<file path="config.mk">
export PLATFORM = sky130hd
export DESIGN_NAME = sbus_frame_decoder_top
export DESIGN_NICKNAME = d
export VERILOG_FILES = /design/src/hw/rtl/sbfd_pkg.sv /design/src/hw/rtl/sbfd_front.sv /design/src/hw/rtl/sbfd_frame_fifo.sv /design/src/hw/rtl/sbfd_back.sv /design/src/hw/rtl/sbus_frame_decoder_top.sv
export SDC_FILE = /design/constraint.sdc
export NUM_CORES = 1
export LEC_CHECK = 0
export BUFFER_PORTS_ARGS = -buffer_cell sky130_fd_sc_hd__buf_2
export CORE_MARGIN = 4
export CORE_UTILIZATION = 40
export DETAILED_ROUTE_END_ITERATION = 8
export PLACE_DENSITY_LB_ADDON = 0.3
export RECOVER_POWER = 100
export SLEW_MARGIN = 20
export SYNTH_ARGS = -nofsm -noshare
export SYNTH_HDL_FRONTEND = slang
export SYNTH_HIERARCHICAL = 1
export SYNTH_SLANG_ARGS = --single-unit
</file>
<file path="constraint.sdc">
create_clock -name clk_i -period 9.36 [get_ports clk_i]
set_clock_uncertainty 0.2 [all_clocks]
set_input_delay 1.872 -clock clk_i [delete_from_list [all_inputs] [get_ports clk_i]]
set_output_delay 1.872 -clock clk_i [all_outputs]
set_load 0.005 [all_outputs]
</file>
<file path="src/hw/rtl/sbfd_pkg.sv">
// Shared types and constants of the SBUS frame decoder.
// Used by every module of the decoder; depends on nothing.
package sbfd_pkg;

  localparam int unsigned DataBytes = 22;
  localparam int unsigned NumCh     = 16;
  localparam int unsigned ChBits    = 11;
  localparam int unsigned FrameBits = DataBytes * 8;
  localparam int unsigned CntW      = $clog2(DataBytes);
  localparam int unsigned ChIdxW    = $clog2(NumCh);
  localparam int unsigned CfgIdxW   = 8;

  localparam logic [CntW-1:0]   LastDataCnt = CntW'(DataBytes - 1);
  localparam logic [ChIdxW-1:0] LastCh      = ChIdxW'(NumCh - 1);

  // Register reset values.
  localparam logic [7:0] HeaderRst   = 8'h0F;
  localparam logic [7:0] FooterRst   = 8'h00;
  localparam logic [7:0] LostRst     = 8'h04;
  localparam logic [7:0] FailsafeRst = 8'h08;

  typedef enum logic [CfgIdxW-1:0] {
    CFG_HEADER   = 8'd0,
    CFG_FOOTER   = 8'd1,
    CFG_LOST     = 8'd2,
    CFG_FAILSAFE = 8'd3
  } cfg_idx_e;

  typedef enum logic [3:0] {
    PH_HEADER = 4'b0001,
    PH_DATA   = 4'b0010,
    PH_FLAGS  = 4'b0100,
    PH_FOOTER = 4'b1000
  } phase_e;

  typedef struct packed {
    logic               valid;
    logic [CfgIdxW-1:0] index;
    logic [7:0]         data;
  } cfg_wr_t;

  // One good frame handed from the parser to the unpacker.
  typedef struct packed {
    logic                 lost;
    logic                 failsafe;
    logic [FrameBits-1:0] data;
  } frame_t;

endpackage

</file>
<file path="src/hw/rtl/sbfd_front.sv">
// Byte parser of the SBUS frame decoder: header hunt, payload capture, footer check.
// Depends on sbfd_pkg.
module sbfd_front (
  input  logic             clk_i,
  input  logic             rst_ni,
  input  sbfd_pkg::cfg_wr_t cfg_i,
  input  logic             byte_valid_i,
  input  logic [7:0]       rx_byte_i,
  output logic             footer_phase_o,
  output logic             frame_push_o,
  output sbfd_pkg::frame_t frame_o
);
  import sbfd_pkg::*;

  logic [7:0] header_q, footer_q, lost_mask_q, failsafe_mask_q;
  phase_e phase_q, phase_d;
  logic [CntW-1:0] cnt_q, cnt_d;
  logic [7:0] flags_q;
  logic [FrameBits-1:0] data_q;

  // Configuration registers.
  always_ff @(posedge clk_i or negedge rst_ni) begin
    if (!rst_ni) begin
      header_q        <= HeaderRst;
      footer_q        <= FooterRst;
      lost_mask_q     <= LostRst;
      failsafe_mask_q <= FailsafeRst;
    end else if (cfg_i.valid) begin
      unique case (cfg_i.index)
        CFG_HEADER:   header_q        <= cfg_i.data;
        CFG_FOOTER:   footer_q        <= cfg_i.data;
        CFG_LOST:     lost_mask_q     <= cfg_i.data;
        CFG_FAILSAFE: failsafe_mask_q <= cfg_i.data;
        default: ;
      endcase
    end
  end

  always_comb begin
    phase_d = phase_q;
    cnt_d   = cnt_q;
    if (byte_valid_i) begin
      unique case (phase_q)
        PH_HEADER: begin
          if (rx_byte_i == header_q) begin
            phase_d = PH_DATA;
            cnt_d   = '0;
          end
        end
        PH_DATA: begin
          cnt_d = cnt_q + CntW'(1);
          if (cnt_q == LastDataCnt) begin
            phase_d = PH_FLAGS;
          end
        end
        PH_FLAGS:  phase_d = PH_FOOTER;
        PH_FOOTER: phase_d = PH_HEADER;
        default:   phase_d = PH_HEADER;
      endcase
    end
  end

  always_ff @(posedge clk_i or negedge rst_ni) begin
    if (!rst_ni) begin
      phase_q <= PH_HEADER;
      cnt_q   <= '0;
      flags_q <= '0;
    end else begin
      phase_q <= phase_d;
      cnt_q   <= cnt_d;
      if (byte_valid_i && phase_q == PH_FLAGS) begin
        flags_q <= rx_byte_i;
      end
    end
  end

  // Shift payload bytes in from the top; byte 0 ends up in the low bits.
  always_ff @(posedge clk_i) begin
    if (byte_valid_i && phase_q == PH_DATA) begin
      data_q <= {rx_byte_i, data_q[FrameBits-1:8]};
    end
  end

  assign footer_phase_o = (phase_q == PH_FOOTER);
  assign frame_push_o   = byte_valid_i && footer_phase_o && (rx_byte_i == footer_q);
  assign frame_o.lost     = |(flags_q & lost_mask_q);
  assign frame_o.failsafe = |(flags_q & failsafe_mask_q);
  assign frame_o.data     = data_q;

endmodule

</file>
<file path="src/hw/rtl/sbfd_frame_fifo.sv">
// Short queue of decoded frames between the parser and the unpacker.
// Depends on sbfd_pkg.
module sbfd_frame_fifo #(
  parameter int unsigned Depth = 2
) (
  input  logic             clk_i,
  input  logic             rst_ni,
  input  logic             push_i,
  input  sbfd_pkg::frame_t data_i,
  output logic             full_o,
  input  logic             pop_i,
  output sbfd_pkg::frame_t data_o,
  output logic             empty_o
);
  import sbfd_pkg::*;

  localparam int unsigned PtrW = (Depth > 1) ? $clog2(Depth) : 1;
  localparam int unsigned CntW = $clog2(Depth + 1);
  localparam logic [PtrW-1:0] LastPtr = PtrW'(Depth - 1);

  frame_t mem_q [Depth];
  logic [PtrW-1:0] wr_ptr_q, rd_ptr_q;
  logic [CntW-1:0] count_q;

  function automatic logic [PtrW-1:0] next_ptr(input logic [PtrW-1:0] p);
    next_ptr = (p == LastPtr) ? '0 : p + PtrW'(1);
  endfunction

  assign full_o  = (count_q == CntW'(Depth));
  assign empty_o = (count_q == '0);
  assign data_o  = mem_q[rd_ptr_q];

  always_ff @(posedge clk_i) begin
    if (push_i) begin
      mem_q[wr_ptr_q] <= data_i;
    end
  end

  always_ff @(posedge clk_i or negedge rst_ni) begin
    if (!rst_ni) begin
      wr_ptr_q <= '0;
      rd_ptr_q <= '0;
      count_q  <= '0;
    end else begin
      if (push_i) wr_ptr_q <= next_ptr(wr_ptr_q);
      if (pop_i)  rd_ptr_q <= next_ptr(rd_ptr_q);
      if (push_i && !pop_i) begin
        count_q <= count_q + CntW'(1);
      end else if (pop_i && !push_i) begin
        count_q <= count_q - CntW'(1);
      end
    end
  end

  a_no_overflow: assert property (@(posedge clk_i) disable iff (!rst_ni)
    !(push_i && full_o))
    else $error("frame queue written while full");

  a_no_underflow: assert property (@(posedge clk_i) disable iff (!rst_ni)
    !(pop_i && empty_o))
    else $error("frame queue read while empty");

endmodule

</file>
<file path="src/hw/rtl/sbfd_back.sv">
// Channel unpacker of the SBUS frame decoder with its output register.
// Depends on sbfd_pkg.
module sbfd_back (
  input  logic                       clk_i,
  input  logic                       rst_ni,
  input  sbfd_pkg::frame_t           frame_i,
  input  logic                       frame_empty_i,
  output logic                       frame_pop_o,
  input  logic                       pop_i,
  output logic                       empty_o,
  output logic [sbfd_pkg::ChIdxW-1:0] channel_index_o,
  output logic [sbfd_pkg::ChBits-1:0] channel_value_o,
  output logic                       frame_lost_o,
  output logic                       failsafe_o,
  output logic                       last_channel_o
);
  import sbfd_pkg::*;

  logic busy_q;
  logic [ChIdxW-1:0] ch_q;
  logic [FrameBits-1:0] data_q;
  logic lost_q, fs_q;
  logic out_valid_q;
  logic out_adv, ch_done;

  assign out_adv     = !out_valid_q || pop_i;
  assign ch_done     = busy_q && out_adv && (ch_q == LastCh);
  assign frame_pop_o = !frame_empty_i && (!busy_q || ch_done);
  assign empty_o     = !out_valid_q;

  always_ff @(posedge clk_i or negedge rst_ni) begin
    if (!rst_ni) begin
      busy_q      <= 1'b0;
      ch_q        <= '0;
      out_valid_q <= 1'b0;
    end else begin
      if (out_adv) begin
        out_valid_q <= busy_q;
      end
      if (frame_pop_o) begin
        busy_q <= 1'b1;
        ch_q   <= '0;
      end else if (busy_q && out_adv) begin
        ch_q <= ch_q + ChIdxW'(1);
        if (ch_done) busy_q <= 1'b0;
      end
    end
  end

  // Channel k sits in the low bits after k shifts of one channel width.
  always_ff @(posedge clk_i) begin
    if (frame_pop_o) begin
      data_q <= frame_i.data;
      lost_q <= frame_i.lost;
      fs_q   <= frame_i.failsafe;
    end else if (busy_q && out_adv) begin
      data_q <= {{ChBits{1'b0}}, data_q[FrameBits-1:ChBits]};
    end
    if (busy_q && out_adv) begin
      channel_index_o <= ch_q;
      channel_value_o <= data_q[ChBits-1:0];
      frame_lost_o    <= lost_q;
      failsafe_o      <= fs_q;
      last_channel_o  <= (ch_q == LastCh);
    end
  end

  a_idle_at_zero: assert property (@(posedge clk_i) disable iff (!rst_ni)
    !busy_q |-> ch_q == '0)
    else $error("channel counter not parked while idle");

  a_last_marks_end: assert property (@(posedge clk_i) disable iff (!rst_ni)
    (busy_q && out_adv && ch_q == LastCh) |=> (out_valid_q && last_channel_o))
    else $error("final channel not marked last");

endmodule

</file>
<file path="src/hw/rtl/sbus_frame_decoder_top.sv">
// SBUS frame decoder: one received byte per cycle in, 16 channel results per good frame out.
// A footer byte goes into the frame queue, its frame into the unpacker, channel 0 into the output register.
// Throughput: one byte and one result per cycle; a frame's 16 results drain while the
// next 25 bytes arrive, and full rises only on a footer byte with FrameQDepth frames queued.
// Reset: rst_ni clears the parser, queue and unpacker and restores the register defaults;
// no clearing pass, the block takes bytes right after reset. Depends on sbfd_pkg and submodules.
module sbus_frame_decoder_top #(
  parameter int unsigned FrameQDepth = 2
) (
  input  logic                        clk_i,
  input  logic                        rst_ni,
  // byte input queue side
  input  logic                        push,
  output logic                        full,
  input  logic [7:0]                  rx_byte_i,
  // configuration write channel
  input  logic                        cfg_valid_i,
  output logic                        cfg_ready_o,
  input  logic [sbfd_pkg::CfgIdxW-1:0] cfg_index_i,
  input  logic [7:0]                  cfg_data_i,
  // result queue side
  output logic                        empty,
  input  logic                        pop,
  output logic [sbfd_pkg::ChIdxW-1:0]  channel_index_o,
  output logic [sbfd_pkg::ChBits-1:0]  channel_value_o,
  output logic                        frame_lost_o,
  output logic                        failsafe_o,
  output logic                        last_channel_o
);
  import sbfd_pkg::*;

  cfg_wr_t cfg_wr;
  frame_t  front_frame, back_frame;
  logic    byte_accept;
  logic    footer_phase;
  logic    frame_push, frame_pop;
  logic    frame_full, frame_empty;

  // Registers are plain flops; accept every write transaction.
  assign cfg_ready_o  = 1'b1;
  assign cfg_wr.valid = cfg_valid_i;
  assign cfg_wr.index = cfg_index_i;
  assign cfg_wr.data  = cfg_data_i;

  // Stall only the footer byte, and only when the frame queue has no room for it.
  assign full        = footer_phase && frame_full;
  assign byte_accept = push && !full;

  sbfd_front u_front (
    .clk_i          (clk_i),
    .rst_ni         (rst_ni),
    .cfg_i          (cfg_wr),
    .byte_valid_i   (byte_accept),
    .rx_byte_i      (rx_byte_i),
    .footer_phase_o (footer_phase),
    .frame_push_o   (frame_push),
    .frame_o        (front_frame)
  );

  // Decouple the parser from the unpacker so each side stalls on its own.
  sbfd_frame_fifo #(
    .Depth (FrameQDepth)
  ) u_frame_fifo (
    .clk_i   (clk_i),
    .rst_ni  (rst_ni),
    .push_i  (frame_push),
    .data_i  (front_frame),
    .full_o  (frame_full),
    .pop_i   (frame_pop),
    .data_o  (back_frame),
    .empty_o (frame_empty)
  );

  // Unpack one channel per cycle into the output register; advance on pop.
  sbfd_back u_back (
    .clk_i           (clk_i),
    .rst_ni          (rst_ni),
    .frame_i         (back_frame),
    .frame_empty_i   (frame_empty),
    .frame_pop_o     (frame_pop),
    .pop_i           (pop),
    .empty_o         (empty),
    .channel_index_o (channel_index_o),
    .channel_value_o (channel_value_o),
    .frame_lost_o    (frame_lost_o),
    .failsafe_o      (failsafe_o),
    .last_channel_o  (last_channel_o)
  );

endmodule

</file>
==> flow_summary.ini <==
[synthesis]
synth_xor_area_frac = 0.00713
synth_edf_count = 728
ys_warn_count = 6
syn_area_sq_um = 29500
ys_types = 46
yosysTopAreaCell = edfxtp_1
synth_mux_area_frac = 0.159
synth_top_family_by_area = multiplexers
synthArstFlopShare = 0.0750
synth_flop_cell = edfxtp_1
postSynthCellCount = 1360
syn_nets = 1393
synthTopCellsByArea = edfxtp_1 (74%), mux2_2 (6.3%), mux2_4 (5.1%)
ys_seq_area_frac = 0.792
synth_simple_gate_area_frac = 0.0163
synth_commonest_cells = edfxtp_1 (728), mux2_2 (165), mux2_1 (118), mux2_4 (100), dfrtp_1 (52)
synth-adder-area-share = 0.00170
syn_avg_cell_area_sq_um = 21.7
ys_seq_elements = 787
synth_top_area_frac = 0.741
synth_compound_area_frac = 0.00751
yosysMostFrequentCell = edfxtp_1

[clock_network]
cts_tree = done
cts_setup_buffers = 0
cts.clk_slew.worst_paths_ns = 0.06
htreeDepth = 3
insertion_delay_ns = 0.59
ctsLongestPathBuffers = 3
cts.sinks = 787
cts-root-buf = clkbuf_16
cts_buffers = 75
post_cts_resized = 0
hold_buffers = 0

[setup_path]
critPathBufInv = 4
path_delay_family = buffers and inverters
path_cells = buf_2, nor2b_1, o31ai_4, buf_4, clkbuf_2, inv_1, ha_1, nor2_1, xor2_1
crit_type = primary input to register
arrival_ns = 6.92
max_stage_delay_ns = 2.93
crit_fanout = 145
start_kind = primary input
worstPathRequired_ns = 9.67
cp_slowest_cell = clkbuf_2
worst_setup_path_end_kind = register

[place]
dp_slack_ns = 3.92
placed_cell_area_sq_um = 30700
gpl.final_weighted_congestion = 0.724
port_buffers = 48
dpl.hpwl_um = 23400

[route]
first_iter_violations = 833
routedWlPerCell_um = 18.8
vias_per_cell = 4.89
wirelength_um = 46300
ant_nets = 0
drt-pass1-iter-count = 6
drc_errors = 0
dr_total_vias = 12000

[pwr]
power.density_nw_per_um2 = 236
ir_worst_vdd_mv = 0.155
fin_total_pwr_mw = 7.72
p_leak_nw = 11.1

[sta]
min_period_over_period = 0.706
max_freq_ghz = 0.151
finalHoldViolCount = 0
period_minus_slack_ns = 6.61
fin_setup_tns_ns = 0
setup_viol = 0
slew_headroom = -1.85
rsz0062_at_grt = no
setup_ws_ns = 2.75
slew_viol_final = 533
worstMarginPinSlew_ns = 4.28

[floorplan]
die_h_um = 280
die-area_sq_um = 78100
die_w_um = 280
start_util = 0.404
core_sq_um = 73000
io_pins = 50
core.rowCount = 99

[final_layout]
finalInstanceArea_sq_um = 32700
nNetsFinal = 1485
drive_gt1_frac = 0.255
antennaDiodeCount = 0
syn2layout_area_growth_pct = 10.9

[job]
drv_cap = 9

[global_route]
grt-ovfl-total = 0
grt_max_degree = 179
antenna_found_initial = 0
grt_pass1_vias = 13300
grt_use_total = 0.120
grt_first_pass_wirelength_um = 74100

[status]
status = finished with violations
failed_checks = max-capacitance violations, max-slew violations

[hold_path]
hold_class = register to register
[state kept, by name (all words and copies together), names as in the netlist, 2 cells and up]
name and count:
u_back/ch_q 4, u_front/failsafe_mask_q 8, u_back/data_q 176, u_front/cnt_q 5
u_back/channel_index_o 4, u_frame_fifo/mem_q 356, u_front/flags_q 8, u_front/header_q 8
u_front/lost_mask_q 8, u_back/channel_value_o 11, u_frame_fifo/count_q 2, u_front/phase_q 4
u_front/footer_q 8, u_front/data_q 176
[power by group]
part / total (mW) / leakage (nW) / switching (mW) / internal, mW
clock network: 2.77 / 1.08 / 1.17 / 1.60
logic: 0.870 / 2.54 / 0.350 / 0.519
registers: 4.07 / 7.47 / 0.0972 / 3.97
total: 7.72 / 11.1 / 1.62 / 6.09
[stage by stage]
step / hold WS [ns] / util / std cells
after floorplan: 0.200 / - / 1360
after global placement: 0.205 / 0.420 / 2332
after detailed placement: 0.207 / 0.420 / 2333
after CTS: 0.223 / 0.451 / 2460
after global routing: 0.227 / 0.448 / 2461
final: 0.221 / 0.448 / 2461
[path summary, 6_finish.rpt]
path / startpoint / end / slack [ns] / cells after the start
min in group asynchronous: rst_ni / u_front/flags_q[1] / 2.25 / 2
min: u_back/data_q[5] / u_back/channel_value_o[5] / 0.22 / 0
min reg2reg: u_back/data_q[5] / u_back/channel_value_o[5] / 0.22 / 0
max in group asynchronous: rst_ni / u_front/cnt_q[2] / 4.91 / 2
max: pop / u_frame_fifo/count_q[1] / 2.75 / 9
max reg2reg: u_frame_fifo/rd_ptr_q / u_back/data_q[6] / 3.25 / 3
[layout by cell type (no fill, tap or decap), types with 4 or more instances in the layout]
master     Yosys  final
mux2_4       100     87
xor2_1        11     11
nor2_1         4      4
mux2_2       165    161
xnor2_1       13     13
clkinv_1       0     13
and2_0         0      8
inv_1          9      8
dfrtp_1       52     52
nor3_1         5      7
a22oi_1        8      8
edfxtp_1     728    728
nand2_1        7      7
nand4_1        8      9
nand2b_1       4      4
nand3_1       10     10
dfstp_2        7      7
clkbuf_16      0     79
buf_2          9     27
ha_1           4      4
clkbuf_1       4     53
and2_1        14      6
a21oi_1        4      4
nor2b_1        8      7
mux2_1       118    135
o21ai_0        9      9
clkinv_2       0      4
[per-layer routing]
metal / global-route usage / part of all wire
met1: 0.153 / 0.44
met2: 0.207 / 0.50
met3: 0.0234 / 0.032
met4: 0.0362 / 0.021
met5: 0 / 0
[logic make-up (layout without fill, tap and decap cells)]
family	count (synthesis)	in the layout
and+or+nand+nor	74	74
other	1	1
buffers and inverters	55	197
muxes	383	383
AOI/OAI and AO/OA	32	32
xor gates and xnor gates	24	24
DFF	787	787
adders and majority gates	4	4
[layout make-up]
cell class | count | area, sq um
Timing Repair Buffer | 61 | 325
Fill cell | 6136 | 40300
Sequential cell | 787 | 23300
Tap cell | 959 | 1200
Multi-Input combinational cell | 518 | 5560
Clock inverter | 20 | 138
Clock buffer | 107 | 2090
Inverter | 9 | 41.3
(Power assumes the default switching activity.)
